File: config.mk
export PLATFORM = sky130hd
export DESIGN_NAME = keyboard_matrix_scanner_core
export DESIGN_NICKNAME = d
export VERILOG_FILES = /design/src/rtl/core/kms_pkg.sv /design/src/rtl/core/kms_row_file.sv /design/src/rtl/core/keyboard_matrix_scanner_core.sv
export SDC_FILE = /design/constraint.sdc
export NUM_CORES = 1
export LEC_CHECK = 0
export BUFFER_PORTS_ARGS = -buffer_cell sky130_fd_sc_hd__buf_2
export CORE_MARGIN = 2
export CORE_UTILIZATION = 30
export CTS_BUF_LIST = sky130_fd_sc_hd__clkbuf_4
export DETAILED_ROUTE_END_ITERATION = 7
export HOLD_SLACK_MARGIN = 0.1
export PLACE_DENSITY_LB_ADDON = 0.08
export SLEW_MARGIN = 5
export SYNTH_ARGS = -nofsm -noshare
export SYNTH_HDL_FRONTEND = slang
export SYNTH_SLANG_ARGS = --single-unit
File: constraint.sdc
create_clock -name clk -period 3.2 [get_ports clk]
set_input_delay 0.64 -clock clk [delete_from_list [all_inputs] [get_ports clk]]
set_output_delay 0.64 -clock clk [all_outputs]
set_load 0.005 [all_outputs]
File: src/rtl/core/kms_pkg.sv
// kms_pkg: shared types and constants of the keyboard matrix scanner
// operation codes, interrupt codes, row limits and the transaction structs
// no dependencies
package kms_pkg;

	localparam int MaxRows    = 16;
	localparam int DefRows    = 12;
	localparam int MaskW      = 12;
	localparam int ColW       = 16;
	localparam int RowW       = 4;
	localparam int RsiLastRow = 8;

	localparam logic [ColW-1:0] OnBit   = 16'h8000;
	localparam logic [ColW-1:0] OnClear = 16'h7FFF;

	localparam logic [2:0] OP_SCAN    = 3'd0;
	localparam logic [2:0] OP_IRQ_RST = 3'd1;
	localparam logic [2:0] OP_PRESS   = 3'd2;
	localparam logic [2:0] OP_RELEASE = 3'd3;
	localparam logic [2:0] OP_CLEAR   = 3'd4;

	localparam logic [1:0] IRQ_NONE     = 2'd0;
	localparam logic [1:0] IRQ_MASKABLE = 2'd1;
	localparam logic [1:0] IRQ_NMI      = 2'd2;

	typedef struct packed {
		logic [2:0]       op;
		logic [MaskW-1:0] out_mask;
		logic [RowW-1:0]  row;
		logic [ColW-1:0]  col_mask;
		logic             on_key;
	} kms_in_t;

	typedef struct packed {
		logic [ColW-1:0] in_value;
		logic [1:0]      irq_request;
		logic            bad_row;
	} kms_out_t;

endpackage

File: src/rtl/core/kms_row_file.sv
// kms_row_file: column word register per keyboard row, with scan and update
// computes the result of one operation and updates the rows when it retires
// depends on kms_pkg
module kms_row_file #(
	parameter int ROWS = kms_pkg::DefRows
) (
	input  logic              clk,
	input  logic              arst_n,
	input  logic              fire,
	input  kms_pkg::kms_in_t  item,
	output kms_pkg::kms_out_t result
);
	import kms_pkg::*;

	logic [ColW-1:0] row_q   [ROWS];
	logic [ColW-1:0] row_nxt [ROWS];
	logic [ROWS-1:0] scan_sel;
	logic [ROWS-1:0] rsi_sel;
	logic [ColW-1:0] scan_val;
	logic [ColW-1:0] rsi_val;
	logic            row_bad;

	// rows past the width of the output mask are never selected by a scan
	for (genvar r = 0; r < ROWS; r++) begin : g_sel
		if (r < MaskW) begin : g_m
			assign scan_sel[r] = item.out_mask[r];
		end else begin : g_n
			assign scan_sel[r] = 1'b0;
		end
		assign rsi_sel[r] = (r <= RsiLastRow);
	end

	always_comb begin
		scan_val = '0;
		rsi_val  = '0;
		for (int r = 0; r < ROWS; r++) begin
			scan_val = scan_val | (row_q[r] & {ColW{scan_sel[r]}});
			rsi_val  = rsi_val  | (row_q[r] & {ColW{rsi_sel[r]}});
		end
	end

	assign row_bad = !item.on_key && ({1'b0, item.row} >= (RowW+1)'(ROWS));

	always_comb begin
		result = '0;
		case (item.op)
			OP_SCAN: begin
				result.in_value = scan_val;
			end
			OP_IRQ_RST: begin
				result.irq_request = (rsi_val != '0) ? IRQ_MASKABLE : IRQ_NONE;
			end
			OP_PRESS: begin
				result.bad_row     = row_bad;
				result.irq_request = row_bad ? IRQ_NONE : IRQ_NMI;
			end
			OP_RELEASE: begin
				result.bad_row = row_bad;
			end
			default: begin
				result = '0;
			end
		endcase
	end

	// each row decides its own next word; a bad row matches none of them
	always_comb begin
		for (int r = 0; r < ROWS; r++) begin
			row_nxt[r] = row_q[r];
			case (item.op)
				OP_PRESS: begin
					if (item.on_key)
						row_nxt[r] = row_q[r] | OnBit;
					else if (item.row == RowW'(r))
						row_nxt[r] = row_q[r] | item.col_mask;
				end
				OP_RELEASE: begin
					if (item.on_key)
						row_nxt[r] = row_q[r] & OnClear;
					else if (item.row == RowW'(r))
						row_nxt[r] = row_q[r] & ~item.col_mask;
				end
				OP_CLEAR: begin
					row_nxt[r] = '0;
				end
				default: begin
					row_nxt[r] = row_q[r];
				end
			endcase
		end
	end

	always_ff @(posedge clk or negedge arst_n) begin
		if (!arst_n) begin
			for (int r = 0; r < ROWS; r++)
				row_q[r] <= '0;
		end else if (fire) begin
			for (int r = 0; r < ROWS; r++)
				row_q[r] <= row_nxt[r];
		end
	end

endmodule

File: src/rtl/core/keyboard_matrix_scanner_core.sv
// keyboard_matrix_scanner_core: top level of the keyboard matrix scanner
// input register, row file and result register; depends on kms_pkg, kms_row_file
//
//   channel | direction | handshake          | payload
//   in      | to block  | in_valid/in_stall  | in_item  (kms_in_t)
//   out     | from block| out_valid/out_stall| out_item (kms_out_t)
//
// one transaction per cycle sustained while the result is not stalled; from input to result,
// an operation passes the input register and the result register around the row file
// the row words are read and updated in the same cycle an operation retires,
// so the next operation always sees the updated rows
// reset clears all row words and both valid flags
// a stalled result holds the input register, which then stalls the input
module keyboard_matrix_scanner_core #(
	parameter int ROWS = kms_pkg::DefRows
) (
	input  logic              clk,
	input  logic              arst_n,
	input  logic              in_valid,
	output logic              in_stall,
	input  kms_pkg::kms_in_t  in_item,
	output logic              out_valid,
	input  logic              out_stall,
	output kms_pkg::kms_out_t out_item
);
	import kms_pkg::*;

	logic     valid_s1;
	kms_in_t  item_s1;
	logic     out_valid_q;
	kms_out_t out_q;
	kms_out_t result;
	logic     advance;
	logic     fire;

	assign advance  = !out_valid_q || !out_stall;
	assign fire     = valid_s1 && advance;
	assign in_stall = valid_s1 && !advance;

	always_ff @(posedge clk or negedge arst_n) begin
		if (!arst_n) begin
			valid_s1 <= 1'b0;
		end else if (!in_stall) begin
			valid_s1 <= in_valid;
		end
	end

	always_ff @(posedge clk) begin
		if (in_valid && !in_stall)
			item_s1 <= in_item;
	end

	kms_row_file #(
		.ROWS(ROWS)
	) u_rows (
		.clk   (clk),
		.arst_n(arst_n),
		.fire  (fire),
		.item  (item_s1),
		.result(result)
	);

	always_ff @(posedge clk or negedge arst_n) begin
		if (!arst_n) begin
			out_valid_q <= 1'b0;
		end else if (advance) begin
			out_valid_q <= valid_s1;
		end
	end

	always_ff @(posedge clk) begin
		if (fire)
			out_q <= result;
	end

	assign out_valid = out_valid_q;
	assign out_item  = out_q;

	a_stall_cause: assert property (@(posedge clk) disable iff (!arst_n)
		in_stall |-> (valid_s1 && out_valid_q && out_stall))
		else $error("input stalled without a held result");

	a_retire: assert property (@(posedge clk) disable iff (!arst_n)
		fire |=> out_valid_q)
		else $error("retired operation did not reach the result register");

	a_bad_row_quiet: assert property (@(posedge clk) disable iff (!arst_n)
		(out_valid_q && out_q.bad_row) |->
		(out_q.irq_request == IRQ_NONE && out_q.in_value == '0))
		else $error("bad row result carries a value or an interrupt");

	a_irq_code: assert property (@(posedge clk) disable iff (!arst_n)
		out_valid_q |-> (out_q.irq_request != 2'd3))
		else $error("interrupt request code out of range");

endmodule

* Word level (Yosys, flattened, before mapping) *
Index checks and enable logic that the tools add are counted.

storage, ports and cells
  word-level logic and storage cells = 258
  register bits = 249
  output and inout port bits = 21

cells by class
  equality and inequality tests = 65
  reduce and logical (&&, ||, !) cells = 39
  order comparisons = 1
  bitwise operators = 56
  mux-type cells = 63

operators with widths
  kind                  number
  $mux W16              48
  $pmux W16 S3          12
  $or A16 B16 Y16       31
  $and A16 B16 Y16      24
  $ne A3 B2 Y1 const B  24
  $reduce_and A6 Y1     12
  $ne A2 B1 Y1 const B  24
  $reduce_and A4 Y1     12
  $eq A4 B3 Y1 const B  4
  $eq A4 B4 Y1 const B  4
  $not A16 Y16          1
  $reduce_bool A16 Y1   1
  $eq A4 B2 Y1 const B  2
  $eq A3 B2 Y1 const B  2
  $logic_not A1 Y1      5
  $eq A4 B1 Y1 const B  1
  $ge A4 B4 Y1 const B  1
  $logic_and A1 B1 Y1   4
  $logic_not A4 Y1      1
  $ne A2 B2 Y1 const B  2
  $pmux W2 S2           1
  $eq A3 B1 Y1 const B  1
  $eq A3 B3 Y1 const B  1
  $logic_not A3 Y1      1
  other kinds (5)       5

* Logic depth before layout (Yosys ltp) *
  depth after elaboration = 12
  mapped depth = 7
  depth with buffers taken out = 4

* Cells and area by module *
Synthesis repeated with hierarchy kept, for this count alone.

second synthesis, totals
  cell total of the unflattened synthesis = 1024
  area, all modules = 11338.4 um2

modules (own cells, without submodules)
  module                        area an instance (um2)  times used  cells each
  kms_row_file                  9594.2                  1           961
  keyboard_matrix_scanner_core  1744.2                  1           63

* Least setup slack after synthesis *
Ideal clock, no wire load.

  path type = in2reg
  start = input port out_stall
  end = register item_s1[0] (netlist name) (enable)
  arrival = 1642 ps
  stages = 2
  setup slack = 1161 ps
  library setup time = 397 ps
  path through = nand3_1 -> and2_1

between the ends
  word-level cells in the longest chain between the ends = 6

RTL lines
  item                  line                                text
  from (decl)           keyboard_matrix_scanner_core.sv:23  input logic out_stall,
  $logic_not A1 Y1      keyboard_matrix_scanner_core.sv:36  assign advance = !out_valid_q || !out_stall;
  $logic_or A1 B1 Y1    keyboard_matrix_scanner_core.sv:36
  $logic_not A1 Y1      keyboard_matrix_scanner_core.sv:38  assign in_stall = valid_s1 && !advance;
  $logic_and A1 B1 Y1   keyboard_matrix_scanner_core.sv:38
  $logic_not A1 Y1      keyboard_matrix_scanner_core.sv:49  if (in_valid && !in_stall)
  $logic_and A1 B1 Y1   keyboard_matrix_scanner_core.sv:49
  to (signal assigned)  keyboard_matrix_scanner_core.sv:50  item_s1 <= in_item;
  to (decl)             keyboard_matrix_scanner_core.sv:29  kms_in_t item_s1;

No other way between the ends.
A chain may end at the register's enable or synchronous reset.

* Worst setup path after layout *
  start = register item_s1[34] (netlist name)
  end = register u_rows.row_q[32] (netlist name)

between the ends
  word-level cells in the longest chain between the ends = 3
  elaborated cells on any way between the ends = 10
  those cells by class = 7 x eq/ne; 1 x mux; 2 x reduce/logical

RTL lines
  item                                                   line                text
  $eq A3 B2 Y1 / $eq A3 B3 Y1 (equally long branches)    kms_row_file.sv:70  case (item.op)
  $ne A2 B1 Y1 (no source line) (tied with other cells)  --
  $reduce_and A6 Y1 (no source line)                     --
  to (signal, indexed assignment)                        kms_row_file.sv:99  row_q[r] <= row_nxt[r];
  to (decl)                                              kms_row_file.sv:15  logic [ColW-1:0] row_q [ROWS];

Parallel ways exist; a longest one is shown, timed or not.

==> impl_metrics.json <==
{
  "status": "finished, final reports clean",
  "synth_cell_types": 40,
  "postRouteAntennaNets": 0,
  "port_buffers": 60,
  "synth.cell_area_sq_um": 11200,
  "synth.area.top_cells": "dfrtp_1 43%, edfxtp_1 15%, a31oi_1 11%, a21oi_1 8.1%, a22oi_1 4.3%",
  "tns_ps": 0,
  "max_freq_ghz": 0.356,
  "startpoint": "item_s1[34]$_DFFE_PP_",
  "die_h_um": 197,
  "seq_area_frac_synth_pct": 58.1,
  "clockBufferDepth": 3,
  "ys_async_sr_fraction_pct": 77.9,
  "p_leak_nw": 5.58,
  "syn_inst": 1038,
  "synthMostInstantiatedCell": "a31oi_1",
  "synth_seq_cells": 249,
  "avgSynthCellArea_sq_um": 10.8,
  "critical_path_class": "reg -> reg",
  "synthFlopType": "dfrtp_1",
  "cp_max_fo": 12,
  "maxCapViolCount": 0,
  "finalSetupViolations": 0,
  "dieWidth_um": 197,
  "cts_buffers": 74,
  "fin_skew_ps": 38.0,
  "design_area_sq_um": 13500,
  "hold_viol": 0,
  "drt_pass1_iterations": 6,
  "syn_nets": 1078,
  "fin_crit_sh_pct": 87.7,
  "placement_rows": 70,
  "ir_worst_vdd_mv": 0.257,
  "fp.coreArea_sq_um": 36700,
  "grt.total_usage_pct": 26.1,
  "placed_area_sq_um": 12200,
  "hp-class": "reg -> reg",
  "grt_pass1_vias": 10300,
  "fin_util_pct": 36.8,
  "area_delta_synth_final_pct": 20.7,
  "p_per_area_nw_per_um2": 757,
  "finalNetCount": 1213,
  "slew_headroom_pct": 16.4,
  "slew_viol_final": 0,
  "drtIter0Drc": 1473,
  "drt-wirelength-per-cell_um": 29.6,
  "root_buffer": "clkbuf_4",
  "grt-ovfl-total": 0,
  "avgViaCountPerCell": 6.11,
  "end_kind": "flip-flop",
  "route.detailed.drc": 0,
  "yosysTopAreaCell": "dfrtp_1",
  "routabilityCongestion": 0.844,
  "fin_total_pwr_mw": 10.2,
  "clock_insertion_delay_worst_skew_ps": 730,
  "synth_edf_count": 55,
  "synth_commonest_cells": "196 x a31oi_1, 194 x dfrtp_1, 181 x a21oi_1",
  "h-tree-depth": 3,
  "io_pins": 61,
  "cp_data_required_time_ps": 3840,
  "via_count": 10400,
  "antenna_found_initial": 4,
  "synth_top_area_share_pct": 43.3,
  "timing.rr.start": "item_s1[34]$_DFFE_PP_",
  "cts_tree": "yes",
  "critPathArrivalTime_ps": 3440,
  "rsz0062_at_grt": "false",
  "yosys_warnings": 0,
  "worst_hold_startpoint": "valid_s1$_DFFE_PN0N_",
  "die-area_sq_um": 38900,
  "start_util_pct": 30.5,
  "worst_slew_pin_slew_ps": 1250,
  "cts_sinks": 249,
  "worst_setup_path_start_kind": "flip-flop",
  "cts_repair_resize_count": 0,
  "grt_first_pass_wirelength_mm": 73.2,
  "grt_max_degree": 71,
  "wl_mm": 50.1,
  "hpwl_mm": 30.6,
  "cts.clk_slew.worst_paths_ps": 60,
  "drive_gt1_share_pct": 22.7,
  "min_period_ps": 2810
}
[per-stage QoR]
stage                     hold slack (ps)  worst slack, ps  instances
final                                 483              394       1693
after global routing                  496              341       1692
after floorplan                       344             1160       1038
after detailed placement              465              553       1526
after CTS                             473              511       1691
after global placement                454              644       1526
[critical path, cell delays in order (launching register included)]
cell and delay [ps]:
edfxtp_1 480, nor2b_1 1020, o21ai_2 490, and2_1 330
buf_4 200, a21oi_1 180
[where the power goes]
group | internal [mW] | switching (mW) | total [mW]
Sequential | 4.16 | 0.967 | 5.12
Combinational | 0.960 | 1.12 | 2.08
Clock | 1.56 | 1.47 | 3.02
[cells by family after synthesis]
group / after synthesis / share of synthesized area (%)
compound gates: 525 / 29.3
simple gates: 135 / 6.79
buf+inv: 129 / 5.84
flops: 249 / 58.1
[flip-flops by register name (all words and copies together) (netlist names)]
register / count
out_valid: 1
out_item: 19
item_s1: 36
u_rows.row_q: 192
valid_s1: 1
[placed cells by master, fill, tap and decap left out, types with 4 or more instances in the layout]
| master | n |
|---|---|
| a21oi_1 | 181 |
| a221oi_1 | 16 |
| a22o_1 | 17 |
| a22oi_1 | 64 |
| a31oi_1 | 196 |
| and2_1 | 12 |
| and3_1 | 16 |
| buf_12 | 6 |
| buf_2 | 59 |
| buf_4 | 81 |
| clkbuf_4 | 110 |
| clkinv_1 | 14 |
| dfrtp_1 | 194 |
| dlygate4sd3_1 | 39 |
| edfxtp_1 | 55 |
| nand2b_1 | 6 |
| nand4_1 | 9 |
| nor2_1 | 35 |
| nor3_1 | 4 |
| nor4_1 | 37 |
| o211a_1 | 11 |
| o21ai_0 | 11 |
| o21ai_2 | 12 |
| o22a_1 | 11 |
[layout make-up]
cell class | count | area [sq um]
Clock inverter | 16 | 60.1
Tap cell | 468 | 586
Multi-Input combinational cell | 660 | 4100
Timing Repair Buffer | 186 | 1430
Antenna cell | 2 | 5.00
Inverter | 2 | 7.51
Fill cell | 3680 | 23200
Sequential cell | 249 | 6510
Clock buffer | 110 | 826
[routing by layer]
layer | vias to the layer above | wire length, um | global-route usage [%]
li1 | 4410 | - | -
met1 | 5211 | 21400 | 35.7
met2 | 598 | 22200 | 38.7
met3 | 128 | 4770 | 7.92
met4 | 4 | 1690 | 10.0
met5 | - | 27 | 0
[repair_timing]
action / CTS / global route
hold buffers: 39 / 0
setup buffers: 0 / 0
hold endpoints to repair: 104 / 0
[path summary, 6_finish.rpt]
path / slack (ps) / cells after the start / endpoint
min: 480 / 1 / out_valid$_DFFE_PN0N_
max: 390 / 5 / u_rows.row_q[32]$_DFFE_PN0P_
max in group asynchronous: 1960 / 3 / u_rows.row_q[37]$_DFFE_PN0P_
min reg2reg: 480 / 1 / out_valid$_DFFE_PN0N_
max reg2reg: 390 / 5 / u_rows.row_q[32]$_DFFE_PN0P_
min in group asynchronous: 510 / 2 / u_rows.row_q[20]$_DFFE_PN0P_
Note: power is estimated with default switching activity, not from simulation.
